`src/rtl/core/mbet_pkg.sv`:
```
`timescale 1ns / 1ps
// Shared types and constants for the escape-time pixel engine.
// No dependencies; every other file in rtl/core uses it by scoped names.
package mbet_pkg;

	localparam int FRAC_BITS_DEF  = 28;
	localparam int INDEX_BITS_DEF = 12;

	localparam int CFG_ADDR_W = 3;
	localparam int CFG_DATA_W = 32;
	localparam int ORIGIN_W   = 32;
	localparam int STEP_W     = 31;
	localparam int LIMIT_W    = 16;
	localparam int SHADE_W    = 8;
	localparam int COUNT_W    = LIMIT_W;
	localparam int OUT_DATA_W = SHADE_W + COUNT_W;

	// native multiplier chunk
	localparam int CHUNK_W = 32;
	localparam int QUEUE_DEPTH = 2;

	localparam logic [CFG_ADDR_W-1:0] REG_ORIGIN_REAL = CFG_ADDR_W'(0);
	localparam logic [CFG_ADDR_W-1:0] REG_ORIGIN_IMAG = CFG_ADDR_W'(1);
	localparam logic [CFG_ADDR_W-1:0] REG_STEP_REAL   = CFG_ADDR_W'(2);
	localparam logic [CFG_ADDR_W-1:0] REG_STEP_IMAG   = CFG_ADDR_W'(3);
	localparam logic [CFG_ADDR_W-1:0] REG_ITER_LIMIT  = CFG_ADDR_W'(4);
	localparam logic [CFG_ADDR_W-1:0] REG_SHADE_FACT  = CFG_ADDR_W'(5);

	localparam logic [ORIGIN_W-1:0] RST_ORIGIN_REAL = 32'hE000_0000;
	localparam logic [ORIGIN_W-1:0] RST_ORIGIN_IMAG = 32'hE800_0000;
	localparam logic [STEP_W-1:0]   RST_STEP_REAL   = 31'd196608;
	localparam logic [STEP_W-1:0]   RST_STEP_IMAG   = 31'd196608;
	localparam logic [LIMIT_W-1:0]  RST_ITER_LIMIT  = 16'd256;
	localparam logic [SHADE_W-1:0]  RST_SHADE_FACT  = 8'd1;

	localparam logic [SHADE_W-1:0] SHADE_MAX = 8'hFF;

	typedef struct packed {
		logic signed [ORIGIN_W-1:0] origin_real;
		logic signed [ORIGIN_W-1:0] origin_imag;
		logic [STEP_W-1:0]          step_real;
		logic [STEP_W-1:0]          step_imag;
		logic [LIMIT_W-1:0]         iteration_limit;
		logic [SHADE_W-1:0]         shade_factor;
	} cfg_t;

endpackage

```
`src/rtl/core/mbet_queue.sv`:
```
`timescale 1ns / 1ps
// Small FIFO between the front end and the iteration engine.
// Depth from mbet_pkg::QUEUE_DEPTH.
module mbet_queue #(
	parameter int W = 2 * (mbet_pkg::INDEX_BITS_DEF + 33)
) (
	input  logic         clk,
	input  logic         arst_n,
	input  logic         in_valid,
	output logic         in_ready,
	input  logic [W-1:0] in_data,
	output logic         out_valid,
	input  logic         out_ready,
	output logic [W-1:0] out_data
);

	localparam int D  = mbet_pkg::QUEUE_DEPTH;
	localparam int AW = (D > 1) ? $clog2(D) : 1;
	localparam int CW = $clog2(D + 1);

	logic [W-1:0]  mem_q [D];
	logic [AW-1:0] wptr_q, rptr_q;
	logic [CW-1:0] count_q;
	logic          push, pop;

	assign in_ready  = count_q != CW'(D);
	assign out_valid = count_q != '0;
	assign push      = in_valid && in_ready;
	assign pop       = out_valid && out_ready;
	assign out_data  = mem_q[rptr_q];

	always_ff @(posedge clk or negedge arst_n) begin
		if (!arst_n) begin
			wptr_q  <= '0;
			rptr_q  <= '0;
			count_q <= '0;
		end else begin
			if (push) wptr_q <= (wptr_q == AW'(D - 1)) ? '0 : wptr_q + AW'(1);
			if (pop) rptr_q <= (rptr_q == AW'(D - 1)) ? '0 : rptr_q + AW'(1);
			if (push && !pop) count_q <= count_q + CW'(1);
			else if (pop && !push) count_q <= count_q - CW'(1);
		end
	end

	always_ff @(posedge clk) begin
		if (push) mem_q[wptr_q] <= in_data;
	end

endmodule

```
`config.mk`:
```
export PLATFORM = sky130hd
export DESIGN_NAME = mbet_queue
export DESIGN_NICKNAME = d
export VERILOG_FILES = /design/src/rtl/core/mbet_pkg.sv /design/src/rtl/core/mbet_queue.sv
export SDC_FILE = /design/constraint.sdc
export NUM_CORES = 1
export LEC_CHECK = 0
export BUFFER_PORTS_ARGS = -buffer_cell sky130_fd_sc_hd__buf_2
export CORE_ASPECT_RATIO = 2
export CORE_UTILIZATION = 50
export DETAILED_ROUTE_END_ITERATION = 12
export GPL_TIMING_DRIVEN = 0
export PLACE_DENSITY = 0.85
export SLEW_MARGIN = 40
export SYNTH_ARGS = -nofsm -noshare
export SYNTH_HDL_FRONTEND = slang
export SYNTH_SLANG_ARGS = --single-unit
```
`constraint.sdc`:
```
create_clock -name clk -period 5.5 [get_ports clk]
set_clock_uncertainty 0.1 [all_clocks]
set_input_delay 0.55 -clock clk [delete_from_list [all_inputs] [get_ports clk]]
set_output_delay 0.55 -clock clk [all_outputs]
set_load 0.01 [all_outputs]
```
* Word-level counts from Yosys, hierarchy flattened
Memories as Yosys holds them, arrays and structs flattened. Index checks and enable logic that the tools add are counted.
Storage, ports and cells: register bits after elaboration 4, memory bits (writable) 180, output and inout port bits 92, logic and storage cells 23, memories kept 1
Cells by class: add/subtract/negate cells 4, equal/unequal tests 1, muxes and demuxes 6, reductions and logical operators 8
Memory list:
- mem_q | depth 2, bits a word 90, read ports 1, clocked after memory_dff 0, wr ports 1, line mbet_queue.sv:21 | logic [W-1:0] mem_q [D];
Operator list (count):
- 1-bit logical AND | 4
- 1-bit two-way mux | 4
- 2-bit two-way mux | 2
- 2-bit nonzero test | 2
- 1-bit adder (second input constant) | 2
- 2-bit by 1-bit adder with 2-bit output (second input constant) | 1
- 1-bit zero test | 2
- 2-bit inequality test (second input constant) | 1
- 2-bit by 1-bit subtractor with 2-bit output (second input constant) | 1

* Depth between registers and ports, before layout
word-level depth 6, depth in mapped cells 7

* Worst setup path before layout
Ideal clock, no wire load.
path kind register to register, from register count_q[0], to memory mem_q[0][0] (netlist bit) (enable), arrival 4.449 ns, required time 4.861 ns, setup slack 0.412 ns, cell stages (with the launch flop) 4, buffers on the path 0, clock period less this slack 5.088 ns, cell sequence dfrtp_1 > nand2b_1 > nand2_1 > nor2_1
On the way: longest elaborated chain between the ends 4
Ends and longest elaborated chain:
- start, declared | line mbet_queue.sv:23 | logic [CW-1:0] count_q;
- start signal, assigned | line mbet_queue.sv:40 | if (push && !pop) count_q <= count_q + CW'(1);
- start signal, assigned | line mbet_queue.sv:41 | else if (pop && !push) count_q <= count_q - CW'(1);
- 2-bit inequality test | line mbet_queue.sv:26 | assign in_ready = count_q != CW'(D);
- net in_ready | line mbet_queue.sv:10 | output logic in_ready,
- 1-bit logical AND | line mbet_queue.sv:28 | assign push = in_valid && in_ready;
- 1-bit two-way mux | line mbet_queue.sv:46 | if (push) mem_q[wptr_q] <= in_data;
- 1-bit two-way mux (implied by the code) | line mbet_queue.sv:46
- end, declared | line mbet_queue.sv:21
The timed path passes the listed nets, and every way through them passes these cells.

* Final worst setup path
from register rptr_q, to output port out_data[25]
On the way: longest elaborated chain between the ends 1
Ends and longest elaborated chain:
- start, declared | line mbet_queue.sv:22 | logic [AW-1:0] wptr_q, rptr_q;
- start signal, assigned | line mbet_queue.sv:39 | if (pop) rptr_q <= (rptr_q == AW'(D - 1)) ? '0 : rptr_q + AW'(1);
- memory 2 x 90 bit
- end, declared | line mbet_queue.sv:14 | output logic [W-1:0] out_data
No other way between the ends.

==> impl_metrics.ini <==
[status]
status = complete, no violations

[clock_network]
cts.sinks = 184
clk_pin_slew_ns = 0.07
cts_tree = yes
worstSkewPairLatency_ns = 0.42
cts_setup_buffers = 0
cts_htree_levels = 4
cts_root_buffer = clkbuf_16
clockBufferDepth = 2
cts_buffers = 17

[floorplanning]
die_x_um = 86.5
rows = 61
core_area_mm2 = 0.0139
die_h_um = 171
ios = 186
start_util_pct = 51.4
die_area_mm2 = 0.0148

[timing]
setup_viol = 0
grt_setup_unrepaired = false
fin_ws_ns = 3.19
relSlewSlack_pct = 63.0
period_needed_ns = 2.31
finalHoldViolations = 0
worst_pin_slew_ns = 0.553
drv_slew = 0
fmax_mhz = 433
period_share_pct = 42.0

[power_and_ir_drop]
leakage_nw = 3.65
powerDensity_mw_per_mm2 = 540
irDropWorstVdd_v = 0.000420

[setup_path]
critPathRequiredTime_ns = 4.85
reg2reg_from = count_q[0]
cp.arrival_ns = 1.66
path_class = reg2out
worstPathMaxFanout = 10
worstSetupEndpointType = output port
r2r-end = mem_q[0][22]
regToRegSetupSlack_ns = 3.36
cp-start-kind = flip-flop
rr_worst_depth = 5

[cells_and_area]
syn_to_final_growth_pct = 26.1
drive_above_1_share_pct = 62.1
final_net_count = 604
finalInstanceArea_mm2 = 0.00900
final-instance-count-excl-fill = 713

[yosys]
synth_cells = 298
synth.distinct_cells = 15
yosysWarnings = 0
synthArstFlopShare_pct = 2.17
synth-edff-count = 180
ys_ff_latch = 184
seq_area_frac_synth_pct = 77.1
yosys-top-cells-count = edfxtp_1 (180), mux2_4 (89), buf_12 (9)
postSynthAreaPerCell_um2 = 24.0
synth_top_area_share_pct = 75.7
dominantRegCellSynth = edfxtp_1
syn_area_mm2 = 0.00714
synth_area_leaders = edfxtp_1 (76%), mux2_4 (19%), buf_12 (2.5%)
synth_top_area_cell = edfxtp_1
yosysMostFrequentCell = edfxtp_1
synth_nets = 393

[grt]
grt_overflow = 0
grt_pass1_wl_mm = 18.7
grt_pass1_vias = 3744
grtUsageTotal_pct = 17.6
grt_max_degree = 41
antenna_found_initial = 4

[placed_design]
dp_slack_ns = 3.33
place_congestion = 0.698
io_buffers = 185
dp_cells = 678
hpwlAfterDp_mm = 9.29
dpl_cell_area_mm2 = 0.00843

[hold_path]
min_delay_path_depth = 1
min_path_type = in2reg
whs_endpoint = mem_q[1][77]
min_from = in_data[77]

[route]
drtPass1Iterations = 4
ant_nets = 0
drt-total-wl_mm = 12.7
drt-initial-drc-count = 150
drc_errors = 0
route.vias.total = 3475
routedWlPerCell_um = 17.9
via_per_inst = 4.87

[run]
drv_cap = 0
area by class of cell:
class                      instances  area (um^2)
clock inverter                    15          133
inverter                           1         3.75
buffer                            10          191
sequential                       184         5510
multi-input combinational        103         1450
antenna                            2         5.00
tap                              189          236
clock buffer                      17          425
timing repair buffer             192         1050
fill                            1009         4890
where the power goes:
part	switching (mW)	internal (mW)
Combinational	0.797	0.923
Sequential	0.0875	1.91
Clock	0.540	0.596
cells by family (layout without fill, tap and decap cells):
family	count (synthesis)	after routing	share of synthesized area (%)
XOR/XNOR	5	5	0.614
adder cells (fa/ha/maj)	1	1	0.175
buffers and inverters	11	235	2.73
flip-flops	184	184	77.1
multiplexers	90	90	18.9
other	0	2	0
AND/OR/NAND/NOR	7	7	0.474
through the flow:
step	hold WS, ns	power, mW	utilization [%]	TNS, ns
after floorplan	0.154	3.23	-	0
after global placement	0.255	3.70	59.8	-104.86
after detailed placement	0.259	3.78	60.7	0
after CTS	0.188	4.92	64.7	0
after global routing	0.192	5.06	64.8	0
final	0.213	4.86	64.8	0
registers in the layout, indices dropped and copies added, names as in the netlist:
signal and count:
count_q 2, rptr_q 1, mem_q 180, wptr_q 1
cells in the final DEF (no fill, tap or decap):
| cell type | n |
|---|---|
| diode_2 | 2 |
| or2_1 | 1 |
| buf_8 | 3 |
| inv_1 | 1 |
| dlygate4sd3_1 | 1 |
| ha_1 | 1 |
| xnor2_1 | 3 |
| mux2_2 | 1 |
| clkinv_4 | 5 |
| inv_8 | 3 |
| nor2_1 | 1 |
| clkbuf_16 | 17 |
| inv_6 | 5 |
| clkinv_1 | 1 |
| clkinvlp_4 | 1 |
| buf_2 | 185 |
| buf_6 | 1 |
| nor2_4 | 1 |
| dfrtp_1 | 4 |
| xor2_1 | 2 |
| buf_12 | 11 |
| nand2_1 | 2 |
| edfxtp_1 | 180 |
| nand2b_1 | 1 |
| buf_16 | 1 |
| and3_4 | 1 |
| mux2_4 | 89 |
layer usage:
layer	share of wire [%]	GRT usage (%)	up-vias
met5	0.25	0	-
met4	4.0	11.6	4
met3	5.8	5.16	32
met2	58	32.7	137
met1	32	15.9	1694
li1	-	-	1608
timing repair:
action,4_1_cts,5_1_grt
hold endpoints to repair,4,0
resized for setup,0,0
hold buffers,1,0
worst max path at each step:
stage	start	to	slack, ns	depth (start not counted)
2_1_floorplan	count_q[0]	mem_q[0][0]	0.41	3
3_3_place_gp	in_valid	mem_q[0][47]	-1.17	3
3_5_place_dp	in_valid	mem_q[0][47]	3.33	5
4_1_cts	rptr_q	out_data[28]	3.16	4
5_1_grt	rptr_q	out_data[25]	3.14	4
6_report	rptr_q	out_data[25]	3.19	4
critical path: stages, from the launching register on:
cell and delay, ns:
dfrtp_1 0.34, buf_6 0.24, buf_12 0.19, mux2_4 0.31, buf_2 0.15
Power figures use the tool's default switching activity.
