## config.mk

```make
export PLATFORM = sky130hd
export DESIGN_NAME = mbet_front
export DESIGN_NICKNAME = d
export VERILOG_FILES = /design/src/rtl/core/mbet_pkg.sv /design/src/rtl/core/mbet_front.sv
export SDC_FILE = /design/constraint.sdc
export NUM_CORES = 2
export LEC_CHECK = 0
export BUFFER_PORTS_ARGS = -buffer_cell sky130_fd_sc_hd__buf_4
export CAP_MARGIN = 10
export CORE_ASPECT_RATIO = 2
export CORE_MARGIN = 2
export CORE_UTILIZATION = 55
export DETAILED_ROUTE_END_ITERATION = 8
export PLACE_DENSITY = 0.74
export SYNTH_ARGS = -nofsm -noshare
export SYNTH_HDL_FRONTEND = slang
export SYNTH_SLANG_ARGS = --single-unit
```

## constraint.sdc

```tcl
create_clock -name clk -period 4.35 [get_ports clk]
set_clock_uncertainty 0.1 [all_clocks]
set_input_delay 0.6525 -clock clk [delete_from_list [all_inputs] [get_ports clk]]
set_output_delay 0.6525 -clock clk [all_outputs]
set_load 0.005 [all_outputs]
```

## src/rtl/core/mbet_pkg.sv

```systemverilog
`timescale 1ns / 1ps
// Shared types and constants for the escape-time pixel engine.
// No dependencies; every other file in rtl/core uses it by scoped names.
package mbet_pkg;

	localparam int FRAC_BITS_DEF  = 28;
	localparam int INDEX_BITS_DEF = 12;

	localparam int CFG_ADDR_W = 3;
	localparam int CFG_DATA_W = 32;
	localparam int ORIGIN_W   = 32;
	localparam int STEP_W     = 31;
	localparam int LIMIT_W    = 16;
	localparam int SHADE_W    = 8;
	localparam int COUNT_W    = LIMIT_W;
	localparam int OUT_DATA_W = SHADE_W + COUNT_W;

	// native multiplier chunk
	localparam int CHUNK_W = 32;
	localparam int QUEUE_DEPTH = 2;

	localparam logic [CFG_ADDR_W-1:0] REG_ORIGIN_REAL = CFG_ADDR_W'(0);
	localparam logic [CFG_ADDR_W-1:0] REG_ORIGIN_IMAG = CFG_ADDR_W'(1);
	localparam logic [CFG_ADDR_W-1:0] REG_STEP_REAL   = CFG_ADDR_W'(2);
	localparam logic [CFG_ADDR_W-1:0] REG_STEP_IMAG   = CFG_ADDR_W'(3);
	localparam logic [CFG_ADDR_W-1:0] REG_ITER_LIMIT  = CFG_ADDR_W'(4);
	localparam logic [CFG_ADDR_W-1:0] REG_SHADE_FACT  = CFG_ADDR_W'(5);

	localparam logic [ORIGIN_W-1:0] RST_ORIGIN_REAL = 32'hE000_0000;
	localparam logic [ORIGIN_W-1:0] RST_ORIGIN_IMAG = 32'hE800_0000;
	localparam logic [STEP_W-1:0]   RST_STEP_REAL   = 31'd196608;
	localparam logic [STEP_W-1:0]   RST_STEP_IMAG   = 31'd196608;
	localparam logic [LIMIT_W-1:0]  RST_ITER_LIMIT  = 16'd256;
	localparam logic [SHADE_W-1:0]  RST_SHADE_FACT  = 8'd1;

	localparam logic [SHADE_W-1:0] SHADE_MAX = 8'hFF;

	typedef struct packed {
		logic signed [ORIGIN_W-1:0] origin_real;
		logic signed [ORIGIN_W-1:0] origin_imag;
		logic [STEP_W-1:0]          step_real;
		logic [STEP_W-1:0]          step_imag;
		logic [LIMIT_W-1:0]         iteration_limit;
		logic [SHADE_W-1:0]         shade_factor;
	} cfg_t;

endpackage

```

## src/rtl/core/mbet_front.sv

```systemverilog
`timescale 1ns / 1ps
// Front end: accepts pixel beats and maps column/row to the point c.
// Two stages (index*step, then + origin). Depends on mbet_pkg.
module mbet_front #(
	parameter int INDEX_BITS = mbet_pkg::INDEX_BITS_DEF
) (
	input  logic                    clk,
	input  logic                    arst_n,
	input  mbet_pkg::cfg_t          cfg,
	input  logic                    in_valid,
	output logic                    in_ready,
	input  logic [INDEX_BITS-1:0]   column,
	input  logic [INDEX_BITS-1:0]   row,
	output logic                    out_valid,
	input  logic                    out_ready,
	output logic signed [INDEX_BITS+32:0] out_cr,
	output logic signed [INDEX_BITS+32:0] out_ci
);

	localparam int PW  = INDEX_BITS + mbet_pkg::STEP_W;
	localparam int CCW = INDEX_BITS + 33;

	logic          valid_s1, valid_s2;
	logic [PW-1:0] pr_s1, pi_s1;
	logic signed [CCW-1:0] cr_s2, ci_s2;
	logic          adv_s1, adv_s2;

	assign adv_s2   = !valid_s2 || out_ready;
	assign adv_s1   = !valid_s1 || adv_s2;
	assign in_ready = adv_s1;

	always_ff @(posedge clk or negedge arst_n) begin
		if (!arst_n) begin
			valid_s1 <= 1'b0;
			valid_s2 <= 1'b0;
		end else begin
			if (adv_s1) valid_s1 <= in_valid;
			if (adv_s2) valid_s2 <= valid_s1;
		end
	end

	always_ff @(posedge clk) begin
		if (adv_s1 && in_valid) begin
			pr_s1 <= PW'(column) * PW'(cfg.step_real);
			pi_s1 <= PW'(row) * PW'(cfg.step_imag);
		end
		if (adv_s2 && valid_s1) begin
			cr_s2 <= CCW'(cfg.origin_real) + $signed({2'b00, pr_s1});
			ci_s2 <= CCW'(cfg.origin_imag) + $signed({2'b00, pi_s1});
		end
	end

	assign out_valid = valid_s2;
	assign out_cr    = cr_s2;
	assign out_ci    = ci_s2;

endmodule

```

Yosys cells after proc, flatten, opt, wreduce, memory -nomap -nowiden --
Cells that the tools add are included.
Storage, ports and cells: input bits 178, logic and storage cells 16, flip-flop bits (word level) 178, output and inout bits 92
Cells by class: add/sub/neg operators 2, multiply operators 2, reductions and logical operators 6
Operators with widths (count):
- $add 32x44->45 | 2
- $mul 12x31->43 | 2
- $logic_and 1x1->1 | 2
- $logic_not 1->1 | 2
- $logic_or 1x1->1 | 2

Logic depth before layout (Yosys ltp) --
depth after elaboration 4, mapped depth 23, mapped depth without buffers 22

Least setup slack after synthesis --
No wires, ideal clock.
path type in2reg, from input cfg[32] (netlist name), to register pi_s1[42] (data pin), path slack -1.620 ns, path buffers 1, stages on the path 20, data arrival time 5.690 ns, setup time 0.180 ns, cell sequence clkbuf_1 > nand2_1 > fa_1 > fa_1 > inv_1 > fa_1 > fa_1 > inv_1 > fa_1 > inv_1 > ha_1 > a2111o_1 > o2111ai_2 > a31oi_1 > o211ai_2 > a21oi_2 > o31ai_2 > a21oi_1 > or2_1 > o311ai_1
On the way: word-level cells in the longest chain between the ends 1
Ends and longest elaborated chain:
- from (decl) | line mbet_front.sv:9 | input mbet_pkg::cfg_t cfg,
- $mul 12x31->43 | line mbet_front.sv:45 | pi_s1 <= PW'(row) * PW'(cfg.step_imag);
- to (signal assigned) | line mbet_front.sv:45
- to (decl) | line mbet_front.sv:24 | logic [PW-1:0] pr_s1, pi_s1;
Every way passes these cells. A chain may end at the register's enable or synchronous reset.

Worst setup path in the final report --
from input column[11], to register pr_s1[36] (data pin)
On the way: word-level cells in the longest chain between the ends 1
Ends and longest elaborated chain:
- from (decl) | line mbet_front.sv:12 | input logic [INDEX_BITS-1:0] column,
- $mul 12x31->43 | line mbet_front.sv:44 | pr_s1 <= PW'(column) * PW'(cfg.step_real);
- to (signal assigned) | line mbet_front.sv:44
- to (decl) | line mbet_front.sv:24
Every way passes these cells.

==> impl_metrics.py <==
metrics = {
    "clocking": {
        "cts_buffer_depth": 2,
        "root_buffer": "clkbuf_16",
        "clk_pin_slew_ps": 80,
        "cts.sinks": 178,
        "htree_levels": 4,
        "cts_tree": "yes",
        "numCtsBuffers": 17,
        "clock_latency_ps": 480,
    },
    "final_layout": {
        "n_fill_cell": 4161,
        "nNetsFinal": 5156,
        "mostFrequentLayoutCell": "inv_1",
        "antennaDiodeCount": 0,
        "final_cell_mix": "inv_1 (636), buf_4 (582), nand2_1 (555)",
        "post_route_cells_drive_above_1_share": 0.278,
        "syn_to_final_growth_pct": 29.2,
        "postLayoutCellArea_um2": 42400,
        "utilization": 0.719,
    },
    "drt": {
        "dr.first_iter.drc_count": 1121,
        "vias_per_cell": 5.58,
        "ant_nets": 0,
        "drt-pass1-iter-count": 5,
        "wl_per_cell_um": 20.0,
        "wirelength_um": 98500,
        "drc": 0,
        "dr_total_vias": 27500,
    },
    "critical_path": {
        "worstPathArrival_ps": 5820,
        "r2r_start": "pi_s1[0]",
        "reg2regPathDepth": 12,
        "start_kind": "input port",
        "path_max_fanout": 5,
        "rrSetupSlack_ps": 480,
        "r2r_end": "out_ci[34]",
        "worst_ep_required_time_ps": 4490,
        "criticalPathCategory": "input port to register",
        "endpoint_kind": "register",
    },
    "global_route": {
        "antenna_found_initial": 7,
        "overflow": 0,
        "grtUsageTotal": 0.315,
        "first_global_vias": 30200,
        "grt_pass1_wl_um": 150000,
        "grt_max_degree": 76,
    },
    "synth": {
        "ys_ff_latch": 178,
        "synth-main-ff-cell": "edfxtp_1",
        "synthesis.nets": 4563,
        "ys_types": 85,
        "synthTopCellsByArea": "fa_1 (36%), edfxtp_1 (16%), ha_1 (9.5%)",
        "syn_avg_cell_area_um2": 9.24,
        "ys_seq_area_frac": 0.163,
        "synth_edf_count": 176,
        "async_flop_share": 0.0112,
        "synth_top_cell_area_share": 0.355,
        "syn-cell-area_um2": 32800,
        "yosys.area.top_type": "fa_1",
        "netlist_instances": 3553,
        "synth_warnings": 0,
    },
    "flow_run": {
        "drv_cap": 0,
    },
    "placed_design": {
        "io_buffers": 245,
        "dpl.hpwl_um": 79600,
        "gp_congestion": 0.947,
        "placed_cell_area_um2": 39000,
    },
    "hold_path": {
        "hold_depth": 2,
        "hp-start": "in_valid",
        "holdPathEnd": "valid_s1",
        "min_path_type": "input port to register",
    },
    "floorplan": {
        "die_w_um": 177,
        "die_h_um": 349,
        "io-pin-count": 270,
        "initial_core_util": 0.557,
        "die_area_um2": 61800,
        "num_rows": 126,
        "core_um2": 59000,
    },
    "timing": {
        "slew_violations": 0,
        "fin_ws_ps": -1330,
        "hold_ws_ps": 283,
        "setup_viol": 62,
        "timing_hold_violations_final": 0,
        "relSlewSlack": 0.247,
        "tightest_slew_ps": 1130,
        "fin_setup_tns_ps": -58680,
        "fin_crit_sh": 1.31,
        "clock.fmax_mhz": 176,
        "post-route-min-period_ps": 5680,
        "rsz0062_at_grt": "true",
    },
    "outcome": {
        "outcome": "finished, violations left",
        "violations": "negative setup slack",
    },
}
==> per-layer routing <==
| layer | global-route usage | wire length [um] | vias up |
|---|---|---|---|
| li1 | - | - | 12300 |
| met1 | 0.273 | 29200 | 13900 |
| met2 | 0.633 | 56400 | 902 |
| met3 | 0.0549 | 4970 | 454 |
| met4 | 0.212 | 7790 | 14 |
| met5 | 0 | 92 | - |
==> critical path, cell delays in order <==
cell and delay [ps]:
buf_12 120, buf_12 120, and2_1 150, fa_1 410
fa_1 510, fa_1 520, fa_1 530, inv_1 60
fa_1 500, inv_2 50, ha_4 160, buf_6 110
a21o_1 150, a221o_1 360, a21oi_2 380, a211oi_2 170
nor2_2 170, nor2b_1 70, or2_1 260, a221oi_2 270
xnor2_1 100
==> how the worst max path moves through the flow <==
stage,start,endpoint,depth (start not counted)
after global placement,cfg[29],pi_s1[42],21
after CTS,row[6],pi_s1[42],21
after floorplan,row[6],pi_s1[42],21
after detailed placement,row[8],pi_s1[30],24
final,column[11],pr_s1[36],21
after global routing,cfg[32],pi_s1[39],20
==> cells by family after synthesis <==
kind of cell    synth area share
simple gates               0.150
buf+inv                   0.0971
fa+ha+maj                  0.450
flops                      0.163
compound gates            0.0994
xor+xnor                  0.0403
==> through the flow <==
stage	instances	setup slack, ps
after global routing	4927	-1480
final	4927	-1330
after detailed placement	4814	-1920
after CTS	4889	-1280
after global placement	4814	-1850
after floorplan	3553	-1450
==> cell usage after synthesis (3+ instances only) <==
cell type	count
inv_1	681
nand2_1	599
fa_1	582
ha_1	250
and2_1	237
edfxtp_1	176
clkbuf_1	162
a21oi_1	154
xnor2_1	108
a21o_1	92
nor2_1	74
o21ai_0	56
xor2_1	43
nand4_1	31
o21bai_1	31
nand3_1	26
o21ai_1	20
o21a_1	18
a31oi_1	15
and3_1	15
a211oi_1	13
nand2b_1	13
nor2b_1	13
nor3_1	12
o31a_1	8
or3_1	8
and4_1	7
o211ai_1	7
a21boi_0	6
o31ai_1	6
a21oi_2	5
nor4_1	4
o2111ai_1	4
o31ai_2	4
a21boi_1	3
a221o_1	3
a31o_1	3
a41oi_1	3
buf_2	3
o22ai_1	3
or2_2	3
==> final cells by class <==
cell class                 count  area (um^2)  area share
clock inverter                15          150     0.00354
multi-input combinational   2527        26200       0.619
tap                          768          961      0.0227
sequential                   178         5340       0.126
timing repair buffer         740         6740       0.159
inverter                     682         2560      0.0604
clock buffer                  17          425      0.0100
==> what timing repair did <==
| action | in CTS | in global routing |
|---|---|---|
| endpoints found under the hold margin | 2 | 0 |
| hold buffers | 1 | 0 |
| setup endpoints to repair | 65 | 68 |
| setup buffers | 47 | 45 |
| resized for setup | 273 | 216 |
| pin swaps | 146 | 149 |
| gates cloned | 3 | 6 |
==> state kept, by name, indices dropped and copies added (netlist names) <==
name       flops
out_valid      1
out_cr        45
pi_s1         43
pr_s1         43
valid_s1       1
out_ci        45
Power is left out: the tool's default activity adds up to more than one toggle a clock period on the data nets, which glitch-free logic cannot reach.
